$ cat src/hdl/gcwds_pkg.sv
`timescale 1ns / 1ps
// Shared types and constants for the windowed GC content and mean depth block.
package gcwds_pkg;

	localparam int unsigned PADDR_W = 3;
	localparam int unsigned PDATA_W = 32;

	localparam logic REG_WINDOW_WIDTH = 1'b0;
	localparam logic REG_MIN_VALID    = 1'b1;

	localparam logic [15:0] WINDOW_WIDTH_RESET = 16'd1000;
	localparam logic [15:0] MIN_VALID_RESET    = 16'd30;

	localparam logic [7:0] ASCII_G_UPPER = 8'h47;
	localparam logic [7:0] ASCII_C_UPPER = 8'h43;
	localparam logic [7:0] ASCII_N_UPPER = 8'h4E;
	localparam logic [7:0] ASCII_G_LOWER = 8'h67;
	localparam logic [7:0] ASCII_C_LOWER = 8'h63;
	localparam logic [7:0] ASCII_N_LOWER = 8'h6E;

	localparam int unsigned DVD_W       = 40;
	localparam int unsigned STEP_CNT_W  = 6;
	localparam logic [DVD_W-1:0] GC_SCALE = DVD_W'(25600);

	typedef struct packed {
		logic [7:0]  base;
		logic [15:0] depth;
		logic        sequence_start;
	} base_item_t;

	typedef struct packed {
		logic [14:0] gc_percent_fx;
		logic [6:0]  gc_bin;
		logic        all_unknown;
		logic        window_kept;
		logic [23:0] mean_depth_fx;
		logic [15:0] unknown_count;
	} win_stats_t;

endpackage

$ cat src/hdl/gc_window_depth_stats.sv
`timescale 1ns / 1ps
// Top level: windowed GC content and mean depth with one shared restoring divider.
//
// Bases arrive one per transaction. A base that closes a window holds off the
// next base until its result is done: a load step, the GC percent on the
// shared one-bit-per-cycle divider, then the mean depth on the same divider,
// and a move of the result into the output register (held while that
// register is still full).
// Bases that do not close a window are taken while a result waits downstream.
// A sequence start drops the partial window; a window_width of 0 acts as 1.
module gc_window_depth_stats (
	input  logic                             clk,
	input  logic                             arst_n,
	input  logic                             psel,
	input  logic                             penable,
	input  logic                             pwrite,
	input  logic [gcwds_pkg::PADDR_W-1:0]    paddr,
	input  logic [gcwds_pkg::PDATA_W-1:0]    pwdata,
	output logic [gcwds_pkg::PDATA_W-1:0]    prdata,
	output logic                             pready,
	input  logic                             base_valid,
	output logic                             base_ready,
	input  gcwds_pkg::base_item_t            base_item,
	output logic                             win_valid,
	input  logic                             win_ready,
	output gcwds_pkg::win_stats_t            win_stats
);
	import gcwds_pkg::*;

	localparam logic [1:0] S_IDLE = 2'd0;
	localparam logic [1:0] S_LOAD = 2'd1;
	localparam logic [1:0] S_DIV  = 2'd2;
	localparam logic [1:0] S_DONE = 2'd3;
	localparam logic [STEP_CNT_W-1:0] LAST_STEP = STEP_CNT_W'(DVD_W - 1);

	logic [15:0] window_width_q;
	logic [15:0] min_valid_q;

	logic [15:0] pos_q;
	logic [15:0] gc_q;
	logic [15:0] unk_q;
	logic [31:0] dsum_q;

	logic [1:0]  state_q;
	logic        op_q;
	logic [STEP_CNT_W-1:0] cnt_q;

	logic [15:0] valid_cnt_q;
	logic [15:0] win_gc_q;
	logic [15:0] win_unk_q;
	logic [31:0] win_dsum_q;
	logic        win_kept_q;
	logic        win_allu_q;
	logic [14:0] gc_res_q;

	logic [DVD_W-1:0] dvd_q;
	logic [15:0]      rem_q;

	logic        out_valid_q;
	win_stats_t  out_q;

	logic        cfg_wr;
	logic        accept;
	logic [15:0] width_eff;
	logic [15:0] pos_base, gc_base, unk_base;
	logic [31:0] dsum_base;
	logic        is_n, is_gc;
	logic [15:0] pos_n, gc_n, unk_n;
	logic [31:0] dsum_n;
	logic        closing;
	logic [15:0] valid_n;
	logic [17:0] unk_x4, bases_x3;
	logic [16:0] rem_sh;
	logic        rem_ge;
	logic [15:0] rem_next;
	logic [DVD_W-1:0] dvd_next;
	logic        out_free;

	assign pready = 1'b1;
	assign cfg_wr = psel & penable & pwrite & pready;

	always_comb begin
		unique case (paddr[2])
			REG_WINDOW_WIDTH: prdata = {16'd0, window_width_q};
			REG_MIN_VALID:    prdata = {16'd0, min_valid_q};
			default:          prdata = '0;
		endcase
	end

	always_ff @(posedge clk or negedge arst_n) begin
		if (!arst_n) begin
			window_width_q <= WINDOW_WIDTH_RESET;
			min_valid_q    <= MIN_VALID_RESET;
		end else if (cfg_wr) begin
			unique case (paddr[2])
				REG_WINDOW_WIDTH: window_width_q <= pwdata[15:0];
				REG_MIN_VALID:    min_valid_q    <= pwdata[15:0];
				default:          ;
			endcase
		end
	end

	assign base_ready = (state_q == S_IDLE);
	assign accept     = base_valid & base_ready;
	assign out_free   = ~out_valid_q | win_ready;

	always_comb begin
		width_eff = (window_width_q == 16'd0) ? 16'd1 : window_width_q;
		pos_base  = base_item.sequence_start ? 16'd0 : pos_q;
		gc_base   = base_item.sequence_start ? 16'd0 : gc_q;
		unk_base  = base_item.sequence_start ? 16'd0 : unk_q;
		dsum_base = base_item.sequence_start ? 32'd0 : dsum_q;
		is_n  = (base_item.base == ASCII_N_UPPER) || (base_item.base == ASCII_N_LOWER);
		is_gc = (base_item.base == ASCII_G_UPPER) || (base_item.base == ASCII_C_UPPER) ||
			(base_item.base == ASCII_G_LOWER) || (base_item.base == ASCII_C_LOWER);
		pos_n  = pos_base + 16'd1;
		unk_n  = is_n ? unk_base + 16'd1 : unk_base;
		gc_n   = (!is_n && is_gc) ? gc_base + 16'd1 : gc_base;
		dsum_n = is_n ? dsum_base : dsum_base + {16'd0, base_item.depth};
		closing  = (pos_n >= width_eff);
		valid_n  = pos_n - unk_n;
		unk_x4   = {unk_n, 2'b00};
		bases_x3 = {2'b00, pos_n} + {1'b0, pos_n, 1'b0};
	end

	always_comb begin
		rem_sh   = {rem_q, dvd_q[DVD_W-1]};
		rem_ge   = (rem_sh >= {1'b0, valid_cnt_q});
		rem_next = rem_ge ? 16'(rem_sh - {1'b0, valid_cnt_q}) : rem_sh[15:0];
		dvd_next = {dvd_q[DVD_W-2:0], rem_ge};
	end

	always_ff @(posedge clk or negedge arst_n) begin
		if (!arst_n) begin
			pos_q   <= '0;
			gc_q    <= '0;
			unk_q   <= '0;
			dsum_q  <= '0;
			state_q <= S_IDLE;
			op_q    <= 1'b0;
			cnt_q   <= '0;
			out_valid_q <= 1'b0;
		end else begin
			out_valid_q <= (state_q == S_DONE && out_free) || (out_valid_q && !win_ready);
			unique case (state_q)
				S_IDLE: begin
					if (accept) begin
						if (closing) begin
							pos_q   <= '0;
							gc_q    <= '0;
							unk_q   <= '0;
							dsum_q  <= '0;
							state_q <= S_LOAD;
						end else begin
							pos_q  <= pos_n;
							gc_q   <= gc_n;
							unk_q  <= unk_n;
							dsum_q <= dsum_n;
						end
					end
				end
				S_LOAD: begin
					op_q    <= 1'b0;
					cnt_q   <= '0;
					state_q <= S_DIV;
				end
				S_DIV: begin
					if (cnt_q == LAST_STEP) begin
						cnt_q <= '0;
						if (!op_q)
							op_q <= 1'b1;
						else
							state_q <= S_DONE;
					end else begin
						cnt_q <= cnt_q + STEP_CNT_W'(1);
					end
				end
				S_DONE: begin
					if (out_free)
						state_q <= S_IDLE;
				end
				default: state_q <= S_IDLE;
			endcase
		end
	end

	always_ff @(posedge clk) begin
		if (accept && closing) begin
			valid_cnt_q <= valid_n;
			win_gc_q    <= gc_n;
			win_unk_q   <= unk_n;
			win_dsum_q  <= dsum_n;
			win_kept_q  <= (unk_x4 < bases_x3) && (valid_n > min_valid_q);
			win_allu_q  <= (valid_n == 16'd0);
		end
		if (state_q == S_LOAD) begin
			dvd_q <= {24'd0, win_gc_q} * GC_SCALE;
			rem_q <= '0;
		end else if (state_q == S_DIV) begin
			if (cnt_q == LAST_STEP && !op_q) begin
				gc_res_q <= dvd_next[14:0];
				dvd_q    <= {win_dsum_q, 8'd0};
				rem_q    <= '0;
			end else begin
				dvd_q <= dvd_next;
				rem_q <= rem_next;
			end
		end
		if (state_q == S_DONE && out_free) begin
			out_q.gc_percent_fx <= win_allu_q ? 15'd0 : gc_res_q;
			out_q.gc_bin        <= win_allu_q ? 7'd0 : gc_res_q[14:8];
			out_q.all_unknown   <= win_allu_q;
			out_q.window_kept   <= win_kept_q;
			out_q.mean_depth_fx <= win_allu_q ? 24'd0 : dvd_q[23:0];
			out_q.unknown_count <= win_unk_q;
		end
	end

	assign win_valid = out_valid_q;
	assign win_stats = out_q;

endmodule

$ cat config.mk
export PLATFORM = sky130hd
export DESIGN_NAME = gc_window_depth_stats
export DESIGN_NICKNAME = d
export VERILOG_FILES = /design/src/hdl/gcwds_pkg.sv /design/src/hdl/gc_window_depth_stats.sv
export SDC_FILE = /design/constraint.sdc
export NUM_CORES = 1
export LEC_CHECK = 0
export BUFFER_PORTS_ARGS = -buffer_cell sky130_fd_sc_hd__buf_2
export CAP_MARGIN = 10
export CORE_MARGIN = 1.5
export CORE_UTILIZATION = 50
export DETAILED_ROUTE_END_ITERATION = 12
export PLACE_DENSITY = 0.73
export RECOVER_POWER = 25
export SLEW_MARGIN = 10
export SYNTH_ARGS = -nofsm -noshare
export SYNTH_HDL_FRONTEND = slang
export SYNTH_SLANG_ARGS = --single-unit
$ cat constraint.sdc
create_clock -name clk -period 6.6 [get_ports clk]
set_input_delay 0.33 -clock clk [delete_from_list [all_inputs] [get_ports clk]]
set_output_delay 0.33 -clock clk [all_outputs]
set_load 0.01 [all_outputs]
==> results of run 1 <==
registers in the layout (all words and copies together), names as in the netlist:
| signal | flops |
|---|---|
| win_valid | 1 |
| window_width_q | 16 |
| win_dsum_q | 32 |
| min_valid_q | 16 |
| valid_cnt_q | 16 |
| op_q | 1 |
| gc_res_q | 15 |
| win_gc_q | 16 |
| win_stats | 57 |
| unk_q | 16 |
| dsum_q | 32 |
| win_unk_q | 16 |
| win_kept_q | 1 |
| cnt_q | 6 |
| rem_q | 16 |
| gc_q | 16 |
| dvd_q | 40 |
| state_q | 2 |
| pos_q | 16 |
| win_allu_q | 1 |
cell usage after synthesis (21+ instances only):
cell      number
mux2i_1       40
dfrtp_1      112
nand2_1      238
nand3_1       49
o31ai_1       27
xor2_1        41
nand4_1       22
a21oi_1       64
edfxtp_1     175
clkbuf_1      59
mux2_2        41
dfxtp_1       35
ha_1         162
nand2b_1      21
o21ai_0      138
a21o_1        31
nor3_1        22
inv_1        160
buf_4         24
xnor2_1       71
nor2_1       106
nor2b_1       87
cells by family (layout without fill, tap and decap cells):
| group | count (synthesis) | after routing | synth area share (%) |
|---|---|---|---|
| multiplexers | 82 | 82 | 4.41 |
| AND/OR/NAND/NOR | 636 | 636 | 15.7 |
| adder cells (fa/ha/maj) | 183 | 183 | 11.9 |
| other | 2 | 17 | 0.0375 |
| flip-flops | 332 | 332 | 45.0 |
| AO/OA/AOI/OAI | 379 | 379 | 12.1 |
| XOR/XNOR | 117 | 117 | 5.41 |
| buffers and inverters | 256 | 378 | 5.36 |
stage by stage:
stage	util (%)	power, W	cells	instance area (µm²)	hold slack (ns)
detailed placement	53.3	0.00501	2581	21100	0.408
global route	56.3	0.00755	2649	22300	0.0120
floorplan	-	0.00440	2002	20100	0.0344
finish	56.3	0.00712	2649	22300	0.0267
global placement	53.3	0.00493	2581	21100	0.405
CTS	56.5	0.00719	2649	22400	0.000851
layout make-up:
type                       count  area [µm²]  share of cell area (%)
clock buffer                  50        1010                    4.54
tap                          525         657                    2.94
multi-input combinational   1414       10000                    44.9
clock inverter                17         248                    1.11
sequential                   332        9020                    40.4
inverter                     162         621                    2.78
timing repair buffer         149         738                    3.31
worst paths after layout:
path / endpoint / slack, ns / cells after the start
setup / recovery: win_kept_q$_DFFE_PP_ / 1.13 / 22
hold / removal: min_valid_q[0]$_DFFE_PN0P_ / 0.03 / 2
setup reg to reg: win_kept_q$_DFFE_PP_ / 1.13 / 22
hold reg to reg: win_stats[12]$_DFFE_PP_ / 0.43 / 0
max in group asynchronous: dsum_q[7]$_DFFE_PN0P_ / 3.01 / 3
min in group asynchronous: op_q$_DFFE_PN0P_ / 1.36 / 2
power by group:
group          internal [W]  switching (W)
clock               0.00132       0.000837
sequential          0.00267       0.000212
combinational      0.000796        0.00128
critical path, stage by stage (launching register included):
cell,delay [ns]
dfrtp_1,0.40
nand2_1,0.10
inv_1,0.09
ha_1,0.28
xnor2_2,0.35
inv_1,0.21
ha_1,0.31
a211o_1,0.28
a21oi_1,0.19
and2_1,0.17
o21ai_0,0.09
a21o_1,0.22
a21o_1,0.19
a21o_1,0.21
a311oi_1,0.42
o21ai_0,0.25
and4b_1,0.23
nor3_1,0.20
ha_1,0.27
and4_1,0.21
a221oi_1,0.32
o2111ai_1,0.17
a31oi_1,0.16
per-layer routing:
| metal | track usage [%] | part of all wire [%] |
|---|---|---|
| met2 | 36.8 | 47 |
| met1 | 29.7 | 45 |
| met5 | 0 | 0 |
| met3 | 3.50 | 5.0 |
| met4 | 7.88 | 2.8 |
==> impl_metrics.toml, run 1 <==
[detailed_routing]
first_pass_iters = 5
via_per_inst = 5.54
drt_iter0_drc = 1006
num_vias = 14700
drc = 0
ant_nets = 0
routedWlPerCell_um = 17.2
wl_um = 45500

[clocking]
postCtsSetupBuffers = 0
clkTransAtPathRegs_ns = 0.06
htree_levels = 2
cts_hold_buf = 1
cts_made_buffers = 37
cts_sinks = 332
cts_root_buf = "clkbuf_16"
clock_path_buffers = 3
ctsResizeCount = 0
cts_tree = "yes"
clock_latency_ns = 0.55

[hold_path]
worstHoldPathType = "in -> reg"
min_from = "pwdata[0]"

[sta]
tightest_slew_ns = 3.09
clock_skew_ns = 0.0197
layout_min_cycle_time_ns = 5.47
layout_setup_ws_ns = 1.13
finalMaxSlewViolations = 93
clock.fmax_ghz = 0.183
setup_viol_count_final = 0
fin_crit_sh_pct = 82.8
final-hold-violation-count = 0
fin_setup_tns_ns = 0
maxSlewHeadroom_pct = -106
rsz0062_at_grt = "no"

[status]
violations = "max-capacitance violations, max-slew violations"
status = "finished with violations"

[power]
powerDensity_nw_per_um2 = 319
power_leakage_nw = 9.51
peakVddDrop_mv = 0.275

[worst_setup_path]
end_kind = "register"
crit_path_start = "pos_q[0]$_DFFE_PN0P_"
cp_max_fo = 7
r2r-start = "pos_q[0]$_DFFE_PN0P_"
cp-start-kind = "register"
cp.required_ns = 7.00
critical_path_class = "reg -> reg"
arrival_ns = 5.87

[yosys]
ys_types = 84
synth_edf_count = 175
synth-seq-cells = 332
synthCells = 1987
yosysSeqAreaShare_pct = 45.0
synth-main-ff-cell = "edfxtp_1"
yosys.area.top_type = "edfxtp_1"
netlist_area_um2 = 20000
synthArstFlopShare_pct = 36.7
yosys-top-cells-area = "edfxtp_1 26%, dfrtp_1 14%, ha_1 10%"
yosysWarnings = 0
yosys.area.top_type_share_pct = 26.2
avgSynthCellArea_um2 = 10.1

[cells_and_area]
fillers = 3410
final_cell_mix = "237 x nand2_1, 175 x edfxtp_1, 162 x ha_1"
nets = 2340
num_antenna_cells = 0
area_growth_pct = 11.4
layout-drive-gt1-share_pct = 11.0
final_common_cell = "nand2_1"

[global_routing]
antenna_found_initial = 0
grt_max_degree = 83
track_usage_pct = 22.3
grt_pass1_vias = 14200
grt_pass1_wl_um = 73600
grt_overflow = 0

[floorplan]
chipHeight_um = 203
dieArea_um2 = 41300
die_x_um = 203
core_um2 = 39600
start_util_pct = 50.6
io_pins = 166
core.rowCount = 73

[placement]
dp_hpwl_um = 32900
dp_slack_ns = 0.860
numPortBuffers = 129
place.gp.congestion = 0.898

[run]
drv_cap = 2
No activity file was read; power rests on OpenSTA's default activity.
==> run 2, diff against run 1 <==
Settings changed: PLACE_DENSITY 0.73 to 0.71.
Clock period 6.6 ns to 5.3 ns, I/O delays scaled along.
==> run 2 against run 1 <==
Effect of this change: the run still ends with max-capacitance violations, max-slew violations left; register-to-register slack lost 0.78 ns; via count rose by 0.42%; flip-flop and latch count unchanged; first-iteration DRC count down 7.9%; cell area is 1.5% higher; critical path depth increased by 1; worst hold slack improved by 0.059 ns; clock-buffer cell count down 5.
==> impl_metrics.toml, run 2 (synthesized netlist as in run 1, its figures left out) <==
[worst_setup_path]
cp_cell_sequence = "nand2_1, inv_2, ha_4, nand3_2, mux2i_4, inv_2, ha_1, o21a_1, a21oi_1, nor2_1, o21a_1, a21o_1, a21o_1, a21o_1, a311oi_2, o21ai_2, and4b_1, nor3_1, ha_1, and4_1, a221oi_2, o2111ai_1, a31oi_1"
cp_max_fo = 7
cp.required_ns = 5.69
r2r_end = "win_kept_q$_DFFE_PP_"
arrival_ns = 5.34
max_stage_delay_ns = 0.40
slowest_stage = "dfrtp_1"
end_kind = "register"
critical_path_class = "reg -> reg"
r2r-start = "pos_q[0]$_DFFE_PN0P_"
cp-start-kind = "register"
r2r_cells = 23
r2r_setup_slack_ns = 0.36
crit_top_cell = "a21o_1"

[sta]
layout_min_cycle_time_ns = 4.94
finalMaxSlewViolations = 87
fin_setup_tns_ns = 0
tightest_slew_ns = 2.85
fin_crit_sh_pct = 93.3
final-hold-violation-count = 0
clock_skew_ns = 0.0285
maxSlewHeadroom_pct = -90.2
clock.fmax_ghz = 0.202
setup_viol_count_final = 0
rsz0062_at_grt = "no"

[detailed_routing]
wl_met1_um = 20900
wl_um = 46100
drc = 0
drt_iter0_drc = 927
routed.top_layer = "met4"
via_per_inst = 5.49
num_vias = 14700
met2WireLength_um = 21300
wl_met3_um = 2270
first_pass_iters = 5
routedWlPerCell_um = 17.2
ant_nets = 0

[power]
pwr-share-clk_pct = 29.1
peakVddDrop_mv = 0.266
p_sw_w = 0.00294
pwr-share-comb_pct = 30.0
p_int_w = 0.00584
swShare_pct = 33.5
seq_power_share_pct = 40.9
total_power_w = 0.00878
power_leakage_nw = 9.64
powerDensity_nw_per_um2 = 387

[cells_and_area]
final_cell_area_um2 = 22700
num_antenna_cells = 0
largest_reg_flops = 57
area_growth_pct = 13.1
post-route-util_pct = 57.2
fillers = 3421
final_cell_mix = "237 x nand2_1, 175 x edfxtp_1, 161 x ha_1"
final_common_cell = "nand2_1"
layout-drive-gt1-share_pct = 12.4
nets = 2376

[floorplan]
dieArea_um2 = 41300
io_pins = 166
core.rowCount = 73
core_um2 = 39600
die_x_um = 203
start_util_pct = 50.6
chipHeight_um = 203

[clocking]
cts_made_buffers = 37
cts_sinks = 332
clkTransAtPathRegs_ns = 0.06
cts_tree = "yes"
clock_latency_ns = 0.57
htree_levels = 2
clock_path_buffers = 3
cts_root_buf = "clkbuf_16"

[global_routing]
grt_overflow = 0
antenna_found_initial = 0
track_usage_pct = 22.6
grt_pass1_vias = 14300
grt_pass1_wl_um = 74600
grt_max_degree = 79

[run]
drv_cap = 2

[hold_path]
min_from = "win_ready"
worstHoldPathType = "in -> reg"
min_to = "win_valid$_DFF_PN0_"
hold_path_depth = 3

[status]
status = "finished with violations"
violations = "max-capacitance violations, max-slew violations"

[placement]
post_dp_cell_area_um2 = 21300
dp_hpwl_um = 33200
numPortBuffers = 129
place.gp.congestion = 0.903
[run 2: cell count changes in the layout (fill, tap and decap cells not counted), sizes merged]
cell,before,now
dlygate4sd3,1,17
buf,92,105
clkinv,7,16
bufinv,6,3
clkbuf,106,108
clkinvlp,3,2
inv,163,164
[run 2: power by group through the flow]
stage,clock network (W),registers (W),logic [W]
global route,0.00272,0.00365,0.00295
detailed placement,0,0.00363,0.00261
global placement,0,0.00362,0.00254
floorplan,0,0.00361,0.00188
CTS,0.00261,0.00359,0.00264
finish,0.00256,0.00359,0.00263
[run 2: stage by stage]
| stage | hold slack, ns | instances | setup WS [ns] |
|---|---|---|---|
| after floorplan | -0.0306 | 2002 | 0.0177 |
| after global placement | 0.339 | 2598 | 0.284 |
| after global routing | 0.128 | 2686 | 0.0161 |
| after detailed placement | 0.344 | 2598 | 0.0554 |
| after CTS | 0.103 | 2683 | 0.0705 |
| final | 0.0858 | 2686 | 0.357 |
[run 2: how the worst max path moves through the flow]
stage                                     endpoint            startpoint  slack (ns)  cells past startpoint
after floorplan           valid_cnt_q[0]$_DFFE_PP_          base_item[0]        0.02                     22
after global placement        win_kept_q$_DFFE_PP_          base_item[0]        0.28                     23
after detailed placement      win_kept_q$_DFFE_PP_          base_item[0]        0.06                     23
after CTS                     win_kept_q$_DFFE_PP_  pos_q[0]$_DFFE_PN0P_        0.07                     21
after global routing          win_kept_q$_DFFE_PP_  pos_q[0]$_DFFE_PN0P_        0.02                     23
final                         win_kept_q$_DFFE_PP_  pos_q[0]$_DFFE_PN0P_        0.36                     23
[run 2: metal layers]
layer | GRT usage, % | up-vias
met5 | 0 | -
met3 | 3.40 | 95
met2 | 36.8 | 369
li1 | - | 7249
met4 | 8.10 | 0
met1 | 30.9 | 7035
[run 2: critical path, delay by kind of cell (launching register included)]
family,cells,cell delay (ns)
fa+ha+maj,3,0.82
buf+inv,2,0.18
simple gates,6,0.92
mux,1,0.32
flops,1,0.40
compound gates,11,2.14
[run 2: timing repair]
item                       in CTS  in global routing
hold endpoints to repair       66                  0
buffers inserted                0                  3
setup endpoints to repair       0                  1
hold buffers                   17                  0
resized for setup               0                 13
[run 2: layout make-up]
cell class | instances | area, µm² | area share, %
Clock buffer | 45 | 986 | 4.35
Clock inverter | 23 | 224 | 0.988
Inverter | 162 | 621 | 2.74
Multi-Input combinational cell | 1414 | 10100 | 44.7
Timing Repair Buffer | 185 | 1020 | 4.51
Sequential cell | 332 | 9020 | 39.8
Tap cell | 525 | 657 | 2.90
